[config.mk]
export PLATFORM = sky130hd
export DESIGN_NAME = fhist_queue
export DESIGN_NICKNAME = d
export VERILOG_FILES = /design/src/rtl/fixed_range_histogram_top_defines.svh /design/src/rtl/fhist_pkg.sv /design/src/rtl/fhist_queue.sv
export SDC_FILE = /design/constraint.sdc
export NUM_CORES = 1
export LEC_CHECK = 0
export ABC_AREA = 0
export ABC_CLOCK_PERIOD_IN_PS = 2700
export BUFFER_PORTS_ARGS = -buffer_cell sky130_fd_sc_hd__buf_2
export CORE_MARGIN = 3
export CORE_UTILIZATION = 55
export CTS_CLUSTER_DIAMETER = 30
export CTS_CLUSTER_SIZE = 16
export DETAILED_ROUTE_END_ITERATION = 6
export PLACE_DENSITY = 0.82
export SYNTH_ARGS = -nofsm -noshare
export SYNTH_HDL_FRONTEND = slang
export SYNTH_SLANG_ARGS = --single-unit
export TNS_END_PERCENT = 5
[constraint.sdc]
create_clock -name clk -period 2.7 [get_ports clk]
set_input_delay 0.135 -clock clk [delete_from_list [all_inputs] [get_ports clk]]
set_output_delay 0.135 -clock clk [all_outputs]
set_load 0.05 [all_outputs]
[src/rtl/fixed_range_histogram_top_defines.svh]
// ---------------------------------------------------------------------------
// Assertion macros for the fixed-range histogram
// Each macro expands to one labeled concurrent assertion on clk, off in reset.
// ---------------------------------------------------------------------------
`ifndef FIXED_RANGE_HISTOGRAM_TOP_DEFINES_SVH
`define FIXED_RANGE_HISTOGRAM_TOP_DEFINES_SVH

// Same-cycle implication.
`define FRH_ASSERT_NOW(lbl, ante, cons, msg) \
  lbl: assert property (@(posedge clk) disable iff (rst) (ante) |-> (cons)) \
    else $error(msg);

// Next-cycle implication.
`define FRH_ASSERT_NEXT(lbl, ante, cons, msg) \
  lbl: assert property (@(posedge clk) disable iff (rst) (ante) |=> (cons)) \
    else $error(msg);

`endif

[src/rtl/fhist_pkg.sv]
// ---------------------------------------------------------------------------
// fhist_pkg
// Types and constants shared by the histogram front, queue and back.
// ---------------------------------------------------------------------------
`timescale 1ns / 1ps

package fhist_pkg;

  localparam int SAMPLE_W   = 16;
  localparam int SEL_W      = 8;
  localparam int BINS_W     = 9;
  localparam int RESULT_W   = 32;
  localparam int CMP_W      = SAMPLE_W + 1;
  localparam int CNT_W      = $clog2(SAMPLE_W);
  localparam int QUEUE_DEPTH = 2;

  localparam logic signed [SAMPLE_W-1:0] RESET_RANGE_LOW   = 16'sd0;
  localparam logic signed [SAMPLE_W-1:0] RESET_RANGE_HIGH  = 16'sd100;
  localparam logic [SAMPLE_W-1:0]        RESET_BIN_WIDTH   = 16'd1;
  localparam logic [BINS_W-1:0]          RESET_ACTIVE_BINS = 9'd100;

  typedef enum logic [1:0] {
    CMD_FILL  = 2'd0,
    CMD_READ  = 2'd1,
    CMD_CLEAR = 2'd2,
    CMD_NOP   = 2'd3
  } cmd_t;

  typedef enum logic [1:0] {
    REG_RANGE_LOW   = 2'd0,
    REG_RANGE_HIGH  = 2'd1,
    REG_BIN_WIDTH   = 2'd2,
    REG_ACTIVE_BINS = 2'd3
  } cfg_reg_t;

  typedef struct packed {
    cmd_t                       cmd;
    logic signed [SAMPLE_W-1:0] sample;
    logic [SEL_W-1:0]           bin_select;
  } cmd_item_t;

  typedef struct packed {
    logic [RESULT_W-1:0] bin_value;
    logic [RESULT_W-1:0] below_total;
    logic [RESULT_W-1:0] above_total;
    logic                status;
  } rsp_item_t;

  typedef struct packed {
    logic signed [SAMPLE_W-1:0] range_low;
    logic signed [SAMPLE_W-1:0] range_high;
    logic [SAMPLE_W-1:0]        bin_width;
    logic [BINS_W-1:0]          active_bins;
  } cfg_regs_t;

  // Work class decided by the front.
  typedef enum logic [2:0] {
    OP_BIN   = 3'd0,
    OP_BELOW = 3'd1,
    OP_ABOVE = 3'd2,
    OP_READ  = 3'd3,
    OP_CLEAR = 3'd4,
    OP_NOP   = 3'd5
  } op_kind_t;

  typedef struct packed {
    op_kind_t            kind;
    logic [SAMPLE_W-1:0] offset;   // sample - range_low, in-range fills only
    logic [SEL_W-1:0]    sel;
  } op_t;

  typedef enum logic [2:0] {
    BK_IDLE,
    BK_DIV,
    BK_ADDR,
    BK_READ,
    BK_DONE
  } back_state_t;

endpackage

[src/rtl/fhist_queue.sv]
// ---------------------------------------------------------------------------
// fhist_queue
// Short FIFO of classified ops between front and back.
// ---------------------------------------------------------------------------
`timescale 1ns / 1ps

module fhist_queue import fhist_pkg::*; (
  input  logic clk,
  input  logic rst,
  input  logic push_valid,
  output logic push_ready,
  input  op_t  push_op,
  output logic pop_valid,
  input  logic pop_ready,
  output op_t  pop_op
);

  localparam int PW = $clog2(QUEUE_DEPTH);
  localparam int LW = $clog2(QUEUE_DEPTH + 1);

  op_t           slots [QUEUE_DEPTH];
  logic [PW-1:0] wr_ptr;
  logic [PW-1:0] rd_ptr;
  logic [LW-1:0] level;
  logic          do_push;
  logic          do_pop;

  assign push_ready = (level != LW'(QUEUE_DEPTH));
  assign pop_valid  = (level != '0);
  assign pop_op     = slots[rd_ptr];
  assign do_push    = push_valid && push_ready;
  assign do_pop     = pop_valid && pop_ready;

  always_ff @(posedge clk) begin
    if (rst) begin
      wr_ptr <= '0;
      rd_ptr <= '0;
      level  <= '0;
    end else begin
      if (do_push) begin
        wr_ptr <= (wr_ptr == PW'(QUEUE_DEPTH - 1)) ? '0 : wr_ptr + PW'(1);
      end
      if (do_pop) begin
        rd_ptr <= (rd_ptr == PW'(QUEUE_DEPTH - 1)) ? '0 : rd_ptr + PW'(1);
      end
      if (do_push && !do_pop) begin
        level <= level + LW'(1);
      end else if (do_pop && !do_push) begin
        level <= level - LW'(1);
      end
    end
  end

  always_ff @(posedge clk) begin
    if (do_push) begin
      slots[wr_ptr] <= push_op;
    end
  end

endmodule

==> summary.md <==
| Metric | Value |
|---|---|
| Initial detailed-routing violation count | 59 |
| Final setup viols | 0 |
| Layout Nets | about 230 |
| Fin area | 2860 um2 |
| Leakage Power | ~1.1 nW |
| Cell row count | 22 |
| Synth unique cells | 18 |
| Crit-path max FO | 15 |
| Clock Tree Buf Depth | 2 |
| GRT Total Usage | 18.6% |
| Hold Path Class | input port to flip-flop |
| Multi-input gate area | 423 um2 |
| # DRC | 0 |
| DR pass1 iterations | 4 |
| Setup bufs post-CTS | 0 |
| Clock skew | about 6.4 ps |
| Max-cap violations | 0 |
| Largest net degree at the start of global routing | 19 |
| Routed vias | around 1,200 |
| Die Width | 68.8 um |
| Die height | 68.8 um |
| Final Cycle Share | 78.6% |
| Critical Path Start Type | flip-flop |
| Worst Path Required | 2570 ps |
| Worst skew pair latency | around 320 ps |
| Crit path kind | flip-flop to output port |
| PortBufs | just under 60 |
| Fillers | 229 |
| Mapped cell area | 2170 um2 |
| Initial Utilization | 57.9% |
| Share of cells above drive strength 1 | roughly half |
| Routed WL | 4.01 mm |
| Setup crit end kind | output port |
| First-pass GRT wire length | 5.87 mm |
| Tmin final | approximately 2100 ps |
| Post-DP HPWL | 2.59 mm |
| Worst slew pin tran | 689 ps |
| Vias in the first global route | roughly 1,300 |
| Synth-to-Final Area Change | 31.9% |
| Syn Nets | 140 |
| Worst Path Arrival | 1990 ps |
| Gr ovfl total | 0 |
| Fmax | 471 MHz |
| Syn avg cell area | around 20 um2 |
| Clk root buf | clkbuf_8 |
| Register area share after synthesis | 79.4% |
| Drt wl/cell | 16.1 um |
| Setup TNS | 0 ps |
| H-tree Lvls | 3 |
| Die ar. | between 4000 and 5000 um2 |
| Hold Buf Count CTS | 17 |
| Post-CTS sizing | 0 |
| CTS tree | built |
| PwrDens | 1010 nW/um2 |
| Core ar. | 3740 um2 |
| Antenna violations before repair | 0 |
| Routed vias/inst | 4.93 |
| Routed Antenna Nets | 0 |
| Status | completed |
| Syn Inst Count | 108 |
| N_diodes | 0 |
| # IOs | 60 |
| Clock slew at reported path FFs | roughly 60 ps |
| CTS Sinks | 59 |
| Register Area | 1720 um2 |
| Normalized max-slew margin | a little over half |
| Hold Vio Cnt, Final | 0 |
| Max IR drop VDD | ~0.60 mV |
| Placed cell area | 2530 um2 |
| Pins Over Slew Limit | 0 |
| Synth Warn # | 0 |
| Seq cells post-synth | 59 |
| RePlAce Congestion | 0.695 |
| RSZ-0062 raised after global routing | no |
| Total CTS buffers | 9 |
[where the power goes]
part / switching (W) / internal [W] / leakage, nW
registers: 0.0000714 / 0.00115 / 0.546
clock network: 0.000295 / 0.000324 / 0.0792
logic: 0.000739 / 0.000320 / 0.482
total: 0.00111 / 0.00179 / 1.11
[logic make-up after synthesis]
logic type	after synthesis	share of synthesized area, %
xor gates and xnor gates	3	1.21
adders and majority gates	1	0.577
AOI/OAI and AO/OA	5	1.38
DFF	59	79.4
muxes	27	14.0
and+or+nand+nor	9	2.31
buffers and inverters	4	1.10
[cell usage after synthesis]
library cell,number,area [um2]
edfxtp_1,54,1620
mux2_2,27,304
dfxtp_1,5,100
nor2_1,3,11.3
xor2_1,3,26.3
a21oi_1,2,10.0
buf_4,2,15.0
o21ai_0,2,10.0
a21bo_2,1,10.0
and2_1,1,6.26
and3_1,1,6.26
buf_2,1,5.00
ha_1,1,12.5
inv_1,1,3.75
nand2b_1,1,6.26
nand3b_1,1,7.51
or2_2,1,6.26
or3_1,1,6.26
[sequential cells by signal, indices dropped and copies added, names as in the netlist, named ones only]
signal	count
slots	54
wr_ptr	1
level	2
rd_ptr	1
[critical path, cell delays in order, from the launching register on]
cell	delay (ps)
dfxtp_1	760
buf_4	330
mux2_2	360
buf_2	210
[cell type report]
class / instances / area share [%]
flip-flops and latches: 59 / 60.2
clock inverters: 4 / 0.613
repair buffers: 80 / 17.4
inverters: 1 / 0.131
clock buffers: 12 / 4.73
multi-input cells: 45 / 14.8
well taps: 48 / 2.10
[metrics by stage]
| step | utilization (%) | hold slack, ps | total power (W) | cells | setup slack, ps |
|---|---|---|---|---|---|
| floorplan | - | 204 | 0.00205 | 108 | 615 |
| global placement | 67.5 | 323 | 0.00225 | 215 | 930 |
| detailed placement | 67.5 | 328 | 0.00228 | 215 | 891 |
| CTS | 76.1 | 0.0345 | 0.00292 | 248 | 560 |
| global route | 76.4 | 0.0515 | 0.00303 | 249 | 483 |
| finish | 76.4 | 17.2 | 0.00290 | 249 | 579 |
[cell usage in the layout (no fill, tap or decap), drive strengths merged]
master	count
buf	62
edfxtp	54
mux2	27
dlygate4sd3	18
clkbuf	12
dfxtp	5
clkinv	4
xor2	3
nor2	3
o21ai	2
a21oi	2
nand2b	1
and2	1
or2	1
and3	1
nand3b	1
inv	1
a21bo	1
or3	1
ha	1
[per-layer routing]
metal  up-vias  share of wire, %  GRT usage [%]
met5         -                 0              0
met4         0               2.2           10.2
met3         8               5.2           6.65
met2        41                55           32.4
met1       586                38           19.4
li1        593                 -              -
[final timing paths]
kind               start      endpoint  depth (start not counted)  slack (ps)
max            flip-flop    pop_op[26]                          3         580
min reg2reg       rd_ptr     flip-flop                          2         510
max reg2reg     level[0]  slots[1][26]                          3         870
min          push_op[20]  slots[0][20]                          1          20
Note: power is estimated with default switching activity, not from simulation.
