`config.mk`:
```
export PLATFORM = sky130hd
export DESIGN_NAME = fhist_front
export DESIGN_NICKNAME = d
export VERILOG_FILES = /design/src/rtl/fixed_range_histogram_top_defines.svh /design/src/rtl/fhist_pkg.sv /design/src/rtl/fhist_front.sv
export SDC_FILE = /design/constraint.sdc
export NUM_CORES = 1
export LEC_CHECK = 0
export ABC_AREA = 1
export BUFFER_PORTS_ARGS = -buffer_cell sky130_fd_sc_hd__buf_2
export CORE_MARGIN = 1.5
export CORE_UTILIZATION = 47
export CTS_CLUSTER_SIZE = 10
export DETAILED_ROUTE_END_ITERATION = 16
export PLACE_DENSITY = 0.84
export SLEW_MARGIN = 20
export SYNTH_ARGS = -nofsm -noshare
export SYNTH_HDL_FRONTEND = slang
export SYNTH_SLANG_ARGS = --single-unit
```
`constraint.sdc`:
```
create_clock -name clk -period 2.45 [get_ports clk]
set_input_delay 0.49 -clock clk [delete_from_list [all_inputs] [get_ports clk]]
set_output_delay 0.49 -clock clk [all_outputs]
set_load 0.005 [all_outputs]
```
`src/rtl/fixed_range_histogram_top_defines.svh`:
```
// ---------------------------------------------------------------------------
// Assertion macros for the fixed-range histogram
// Each macro expands to one labeled concurrent assertion on clk, off in reset.
// ---------------------------------------------------------------------------
`ifndef FIXED_RANGE_HISTOGRAM_TOP_DEFINES_SVH
`define FIXED_RANGE_HISTOGRAM_TOP_DEFINES_SVH

// Same-cycle implication.
`define FRH_ASSERT_NOW(lbl, ante, cons, msg) \
  lbl: assert property (@(posedge clk) disable iff (rst) (ante) |-> (cons)) \
    else $error(msg);

// Next-cycle implication.
`define FRH_ASSERT_NEXT(lbl, ante, cons, msg) \
  lbl: assert property (@(posedge clk) disable iff (rst) (ante) |=> (cons)) \
    else $error(msg);

`endif

```
`src/rtl/fhist_pkg.sv`:
```
// ---------------------------------------------------------------------------
// fhist_pkg
// Types and constants shared by the histogram front, queue and back.
// ---------------------------------------------------------------------------
`timescale 1ns / 1ps

package fhist_pkg;

  localparam int SAMPLE_W   = 16;
  localparam int SEL_W      = 8;
  localparam int BINS_W     = 9;
  localparam int RESULT_W   = 32;
  localparam int CMP_W      = SAMPLE_W + 1;
  localparam int CNT_W      = $clog2(SAMPLE_W);
  localparam int QUEUE_DEPTH = 2;

  localparam logic signed [SAMPLE_W-1:0] RESET_RANGE_LOW   = 16'sd0;
  localparam logic signed [SAMPLE_W-1:0] RESET_RANGE_HIGH  = 16'sd100;
  localparam logic [SAMPLE_W-1:0]        RESET_BIN_WIDTH   = 16'd1;
  localparam logic [BINS_W-1:0]          RESET_ACTIVE_BINS = 9'd100;

  typedef enum logic [1:0] {
    CMD_FILL  = 2'd0,
    CMD_READ  = 2'd1,
    CMD_CLEAR = 2'd2,
    CMD_NOP   = 2'd3
  } cmd_t;

  typedef enum logic [1:0] {
    REG_RANGE_LOW   = 2'd0,
    REG_RANGE_HIGH  = 2'd1,
    REG_BIN_WIDTH   = 2'd2,
    REG_ACTIVE_BINS = 2'd3
  } cfg_reg_t;

  typedef struct packed {
    cmd_t                       cmd;
    logic signed [SAMPLE_W-1:0] sample;
    logic [SEL_W-1:0]           bin_select;
  } cmd_item_t;

  typedef struct packed {
    logic [RESULT_W-1:0] bin_value;
    logic [RESULT_W-1:0] below_total;
    logic [RESULT_W-1:0] above_total;
    logic                status;
  } rsp_item_t;

  typedef struct packed {
    logic signed [SAMPLE_W-1:0] range_low;
    logic signed [SAMPLE_W-1:0] range_high;
    logic [SAMPLE_W-1:0]        bin_width;
    logic [BINS_W-1:0]          active_bins;
  } cfg_regs_t;

  // Work class decided by the front.
  typedef enum logic [2:0] {
    OP_BIN   = 3'd0,
    OP_BELOW = 3'd1,
    OP_ABOVE = 3'd2,
    OP_READ  = 3'd3,
    OP_CLEAR = 3'd4,
    OP_NOP   = 3'd5
  } op_kind_t;

  typedef struct packed {
    op_kind_t            kind;
    logic [SAMPLE_W-1:0] offset;   // sample - range_low, in-range fills only
    logic [SEL_W-1:0]    sel;
  } op_t;

  typedef enum logic [2:0] {
    BK_IDLE,
    BK_DIV,
    BK_ADDR,
    BK_READ,
    BK_DONE
  } back_state_t;

endpackage

```
`src/rtl/fhist_front.sv`:
```
// ---------------------------------------------------------------------------
// fhist_front
// Accepts command items, classifies fills against the range, registers the op.
// ---------------------------------------------------------------------------
`timescale 1ns / 1ps

module fhist_front import fhist_pkg::*; (
  input  logic      clk,
  input  logic      rst,
  input  logic      cmd_valid,
  output logic      cmd_ready,
  input  cmd_item_t cmd_item,
  input  cfg_regs_t cfg,
  output logic      push_valid,
  input  logic      push_ready,
  output op_t       push_op
);

  logic              full;
  op_t               op;
  op_t               op_next;
  logic [CMP_W-1:0]  diff;

  assign cmd_ready  = !full || push_ready;
  assign push_valid = full;
  assign push_op    = op;

  always_comb begin
    diff = {cmd_item.sample[SAMPLE_W-1], cmd_item.sample}
         - {cfg.range_low[SAMPLE_W-1], cfg.range_low};
    op_next.offset = diff[SAMPLE_W-1:0];
    op_next.sel    = cmd_item.bin_select;
    unique case (cmd_item.cmd)
      CMD_FILL: begin
        priority if (cmd_item.sample < cfg.range_low) begin
          op_next.kind = OP_BELOW;
        end else if (cmd_item.sample > cfg.range_high) begin
          op_next.kind = OP_ABOVE;
        end else begin
          op_next.kind = OP_BIN;
        end
      end
      CMD_READ:  op_next.kind = OP_READ;
      CMD_CLEAR: op_next.kind = OP_CLEAR;
      default:   op_next.kind = OP_NOP;
    endcase
  end

  always_ff @(posedge clk) begin
    if (rst) begin
      full <= 1'b0;
    end else if (cmd_ready) begin
      full <= cmd_valid;
    end
  end

  always_ff @(posedge clk) begin
    if (cmd_valid && cmd_ready) begin
      op <= op_next;
    end
  end

endmodule

```
==> flow_metrics.py, run 1 <==
metrics = {
    "sta": {
        "timing.final.ws_setup_ps": 402,
        "tightestPinTransition_ps": 509,
        "fin_crit_sh": 0.836,
        "fin_skew_ps": 3.75,
        "hold_viol_final": 0,
        "fin_tns_setup_ps": 0,
        "rsz0062_at_grt": "false",
        "setup_viol": 0,
        "maxSlewViolCount": 0,
        "relSlewSlack": 0.661,
        "fin_crit_ps": 2050,
        "max_freq_ghz": 0.488,
        "whs_ps": 353,
    },
    "floorplanning": {
        "row_count": 25,
        "ios": 116,
        "start_util": 0.492,
        "die_area_um2": 5450,
        "core-area_um2": 4790,
        "dieHeight_um": 73.8,
        "dieWidth_um": 73.8,
    },
    "clock_tree": {
        "h-tree-depth": 1,
        "cts_buffer_depth": 2,
        "path_clk_slew_ps": 90,
        "ctsHoldBuffers": 0,
        "cts_tree": "yes",
        "clock-sinks": 28,
        "cts_buffers": 3,
        "root_buffer": "clkbuf_8",
        "clk-insertion-delay-late_ps": 270,
        "post_cts_buffers": 0,
        "cts-resized-gates": 0,
    },
    "worst_setup_path": {
        "cp-end-kind": "flop",
        "reg2reg_slack_ps": 1160,
        "worstPathArrival_ps": 2090,
        "slowest_delay_ps": 400,
        "critPathLaunchType": "input pin",
        "cp_max_fo": 4,
        "slowest_stage": "fa_1",
        "rr_startpoint": "push_valid",
        "critical_path.cell_chain": "buf_2, inv_1, ha_1, fa_1, inv_1, nand2_1, nand2_1, nand3_1, nand2_2, nand2_1, nand2_1, nand2_1, nand2_1, nand2_2, nand3_1, nand2_1",
        "crit_required_ps": 2490,
        "r2r_end": "push_op[23]",
        "path_common_cell": "nand2_1",
        "reg2reg_depth": 2,
        "path_class": "in2reg",
    },
    "placement": {
        "portBuffers": 90,
        "post-place-ws_ps": 98.7,
        "dpl.hpwl_mm": 4.04,
        "gp_congestion": 0.867,
    },
    "final_layout": {
        "area_growth_pct": 26.6,
        "post-route-util": 0.623,
        "final_cell_mix": "90 x buf_2, 82 x nand2_1, 71 x inv_1, 32 x ha_1, 27 x edfxtp_1",
        "nFillCells": 434,
        "drive_gt1_frac": 0.311,
        "multi_input_area_um2": 1240,
        "regArea_um2": 831,
        "layout.nets": 516,
        "final_common_cell": "buf_2",
        "num_antenna_cells": 0,
    },
    "hold_path": {
        "hp-class": "in2reg",
        "hold_path_startpoint": "rst",
        "holdPathStages": 2,
        "min_to": "push_valid",
    },
    "drt": {
        "first_iter_violations": 37,
        "first_pass_iters": 4,
        "wl_mm": 4.50,
        "vias": 2025,
        "ant_nets": 0,
        "drc": 0,
        "vias_per_cell": 4.38,
        "detail_route.wl_per_cell_um": 9.74,
    },
    "synth": {
        "yosys_warnings": 0,
        "ys_top_cells_by_area": "edfxtp_1 34%, ha_1 17%, nand2_1 13%",
        "synth_seq_area_share": 0.353,
        "synth_top_area_share": 0.344,
        "synth_cell_types": 29,
        "avgSynthCellArea_um2": 7.83,
        "synth_fp_nets": 421,
        "synthCells": 301,
        "synth_top_cell_by_area": "edfxtp_1",
        "syn_area_um2": 2360,
        "synth-seq-cells": 28,
    },
    "global_route": {
        "overflow": 0,
        "grt.total_usage": 0.180,
        "grt_max_degree": 21,
        "grt_pass1_wl_mm": 7.63,
        "grt_pass1_vias": 1857,
        "antenna_found_initial": 0,
    },
    "job": {
        "cap_violations": 0,
    },
    "power_and_ir_drop": {
        "p_leak_uw": 0.00171,
        "peakVddDrop_mv": 0.241,
        "power_density_nw_per_um2": 474,
    },
    "run_status": {
        "outcome": "completed",
    },
}
worst max-delay path, delay by kind of cell:
kind                     cells  cell delay, ps
adder cells (fa/ha/maj)      2             630
buffers and inverters        3             190
AND/OR/NAND/NOR             11             760
synth_stat cells, drive strengths merged:
master / count
nand2: 95
inv: 76
ha: 32
edfxtp: 27
a21oi: 22
nor2: 13
nand3: 8
xnor2: 6
xor2: 6
nor3: 3
o21bai: 2
a221oi: 1
a31o: 1
a31oi: 1
and2: 1
clkbuf: 1
dfxtp: 1
fa: 1
nand4: 1
o21a: 1
o21ai: 1
or2: 1
final cells by class:
class / instances / area share
Sequential cell: 28 / 0.279
Tap cell: 67 / 0.0281
Multi-Input combinational cell: 196 / 0.416
Clock buffer: 3 / 0.0138
Inverter: 76 / 0.0957
Timing Repair Buffer: 91 / 0.158
Clock inverter: 1 / 0.0101
sequential cells by signal, summed over array words and instances, names as in the netlist:
name / count
push_op: 27
push_valid: 1
power breakdown:
group	switching, uW	internal (uW)	leakage [uW]	total [uW]
clock	138	219	0.0000357	357
sequential	8.92	590	0.000270	599
combinational	257	202	0.00141	459
cell families (layout without fill, tap and decap cells):
kind of cell    after synthesis  count (layout)  share of synthesized area
flops                        28              28                      0.353
simple gates                122             122                      0.220
buf+inv                      77             171                      0.123
fa+ha+maj                    33              33                      0.178
xor+xnor                     12              12                     0.0446
compound gates               29              29                     0.0813
worst max path at each step:
stage,end,startpoint,cells after the start
2_1_floorplan,push_op[0],cmd_valid,2
3_3_place_gp,push_op[24],cmd_item[8],16
3_5_place_dp,push_op[24],cmd_item[8],16
4_1_cts,push_op[24],cmd_item[8],16
5_1_grt,push_op[24],cmd_item[8],16
6_report,push_op[24],cmd_item[8],16
stage by stage:
| step | total power, uW | std cells | instance area [um^2] |
|---|---|---|---|
| after floorplan | 911 | 301 | 2360 |
| after global placement | 1060 | 458 | 2910 |
| after detailed placement | 1070 | 458 | 2910 |
| after CTS | 1430 | 462 | 2980 |
| after global routing | 1510 | 462 | 2980 |
| final | 1410 | 462 | 2980 |
layer usage:
layer  wire length (um)  GRT usage  up-vias  share of wire
met5                  0          0        -              0
met4                 78     0.0802        0          0.017
met3                175     0.0137        5          0.039
met2               2130      0.313       53           0.47
met1               2120      0.228      839           0.47
li1                   -          -     1128              -
No activity file was read; power rests on OpenSTA's default activity.
==> run 2, diff against run 1 <==
ABC_AREA = 0   (was 1)
CORE_UTILIZATION = 41   (was 47)
PLACE_DENSITY = 0.79   (was 0.84)
clock period = 1.8 ns   (was 2.45 ns; I/O delays follow)
==> flow_metrics.py, run 2 <==
metrics = {
    "synth": {
        "avgSynthCellArea_um2": 10.1,
        "synth_most_common_cell": "inv_1",
        "synth-seq-cells": 28,
        "synth_top_flop_cell": "edfxtp_1",
        "synth_cell_types": 38,
        "syn_area_um2": 2140,
        "yosys_warnings": 0,
        "synth_seq_area_share": 0.388,
        "ys_top_cells_by_area": "edfxtp_1 38%, ha_1 19%, inv_1 7.2%",
        "synth_common_cells": "41 x inv_1, 32 x ha_1, 27 x edfxtp_1",
        "synth_top_area_share": 0.379,
        "synth_edf_count": 27,
        "synth_top_cell_by_area": "edfxtp_1",
        "synth_fp_nets": 333,
        "async_flop_share": 0,
        "synthCells": 213,
    },
    "sta": {
        "fin_skew_ps": 11.0,
        "fin_crit_sh": 1.11,
        "maxSlewViolCount": 0,
        "fin_tns_setup_ps": -782,
        "relSlewSlack": 0.735,
        "timing.final.ws_setup_ps": -202,
        "setup_viol": 5,
        "max_freq_ghz": 0.500,
        "tightestPinTransition_ps": 394,
        "hold_viol_final": 0,
        "fin_crit_ps": 2000,
        "rsz0062_at_grt": "true",
    },
    "worst_setup_path": {
        "cp-end-kind": "flop",
        "cp_max_fo": 3,
        "reg2reg_slack_ps": 720,
        "path_class": "in2reg",
        "crit_required_ps": 1820,
        "critPathLaunchType": "input pin",
        "worstPathArrival_ps": 2020,
    },
    "drt": {
        "drc": 0,
        "wl_mm": 5.46,
        "ant_nets": 0,
        "vias_per_cell": 4.86,
        "first_pass_iters": 4,
        "vias": 2057,
        "first_iter_violations": 71,
        "detail_route.wl_per_cell_um": 12.9,
    },
    "clock_tree": {
        "root_buffer": "clkbuf_8",
        "cts_buffers": 3,
        "clk-insertion-delay-late_ps": 270,
        "cts_buffer_depth": 2,
        "cts_tree": "yes",
        "path_clk_slew_ps": 90,
        "h-tree-depth": 1,
        "clock-sinks": 28,
    },
    "global_route": {
        "antenna_found_initial": 0,
        "grt_max_degree": 28,
        "grt_pass1_vias": 1968,
        "grt.total_usage": 0.199,
        "grt_pass1_wl_mm": 8.51,
        "overflow": 0,
    },
    "final_layout": {
        "design_area_um2": 3240,
        "drive_gt1_frac": 0.479,
        "largest_reg_flops": 27,
        "num_antenna_cells": 0,
        "nFillCells": 444,
        "final_cell_mix": "87 x buf_2, 47 x buf_4, 38 x inv_1, 27 x ha_1, 27 x edfxtp_1",
        "final_common_cell": "buf_2",
        "layout.nets": 474,
        "area_growth_pct": 51.5,
    },
    "power_and_ir_drop": {
        "power_density_nw_per_um2": 603,
        "peakVddDrop_mv": 0.323,
        "p_leak_uw": 0.00165,
    },
    "floorplanning": {
        "row_count": 26,
        "ios": 116,
        "dieWidth_um": 75.3,
        "dieHeight_um": 75.3,
        "core-area_um2": 5070,
        "start_util": 0.422,
        "die_area_um2": 5660,
    },
    "hold_path": {
        "hp-class": "in2reg",
    },
    "job": {
        "cap_violations": 0,
    },
    "run_status": {
        "outcome": "finished, violations left",
        "failed_checks": "setup timing",
    },
    "placement": {
        "gp_congestion": 0.872,
        "dpl.hpwl_mm": 4.52,
        "dpl_cell_area_um2": 3110,
        "portBuffers": 90,
    },
}
[run 2: path summary, 6_finish.rpt]
path	startpoint	end	cells after the start
worst max-delay path	cmd_item[8]	push_op[20]	10
worst min-delay path	rst	push_valid	2
worst max register to register	push_valid	push_op[16]	3
worst min register to register	push_valid	push_valid	2
[run 2: cell families (layout without fill, tap and decap cells)]
logic type,after synthesis,after routing,share of synthesized area
AOI/OAI and AO/OA,57,57,0.196
xor gates and xnor gates,14,14,0.0573
adders and majority gates,33,33,0.196
buffers and inverters,42,182,0.0736
DFF,28,28,0.388
and+or+nand+nor,39,39,0.0888
[run 2: layout make-up]
type	instances	area (um^2)	area share
Timing Repair Buffer	137	835	0.257
Sequential cell	28	831	0.256
Multi-Input combinational cell	143	1260	0.390
Clock buffer	4	55.1	0.0170
Tap cell	70	87.6	0.0270
Inverter	41	171	0.0529
[run 2: through the flow]
stage | std cells | setup WS, ps | power [uW] | util | hold slack (ps)
floorplan | 213 | -269 | 1220 | - | 429
global placement | 415 | -480 | 1530 | 0.614 | 489
detailed placement | 415 | -539 | 1550 | 0.614 | 507
CTS | 421 | -185 | 1950 | 0.632 | 233
global route | 423 | -268 | 2080 | 0.639 | 221
finish | 423 | -202 | 1960 | 0.639 | 237
[run 2: critical path, stage by stage]
cell      delay, ps
buf_8           110
inv_12           40
ha_4            120
fa_2            190
nand2b_4        140
a21oi_4          70
o41a_4          380
a221oi_4        330
nor2_1          100
xor2_1          170
[run 2: what timing repair did]
item / in CTS / in global routing
buffers inserted: 2 / 2
pin swaps: 9 / 7
setup endpoints to repair: 6 / 10
resized for setup: 7 / 7
hold buffers: 0 / 0
[run 2: where the power goes]
part,switching (uW),internal (uW)
Combinational,354,402
Sequential,12.1,804
Clock,189,196
Total,555,1400
[run 2: layer usage]
| layer | vias to the layer above | share of wire | track usage | routed length (um) |
|---|---|---|---|---|
| met3 | 8 | 0.038 | 0.0201 | 210 |
| met2 | 70 | 0.53 | 0.383 | 2890 |
| met4 | 0 | 0.018 | 0.0675 | 100 |
| li1 | 1032 | - | - | - |
| met1 | 947 | 0.41 | 0.228 | 2260 |
| met5 | - | 0 | 0 | 0 |
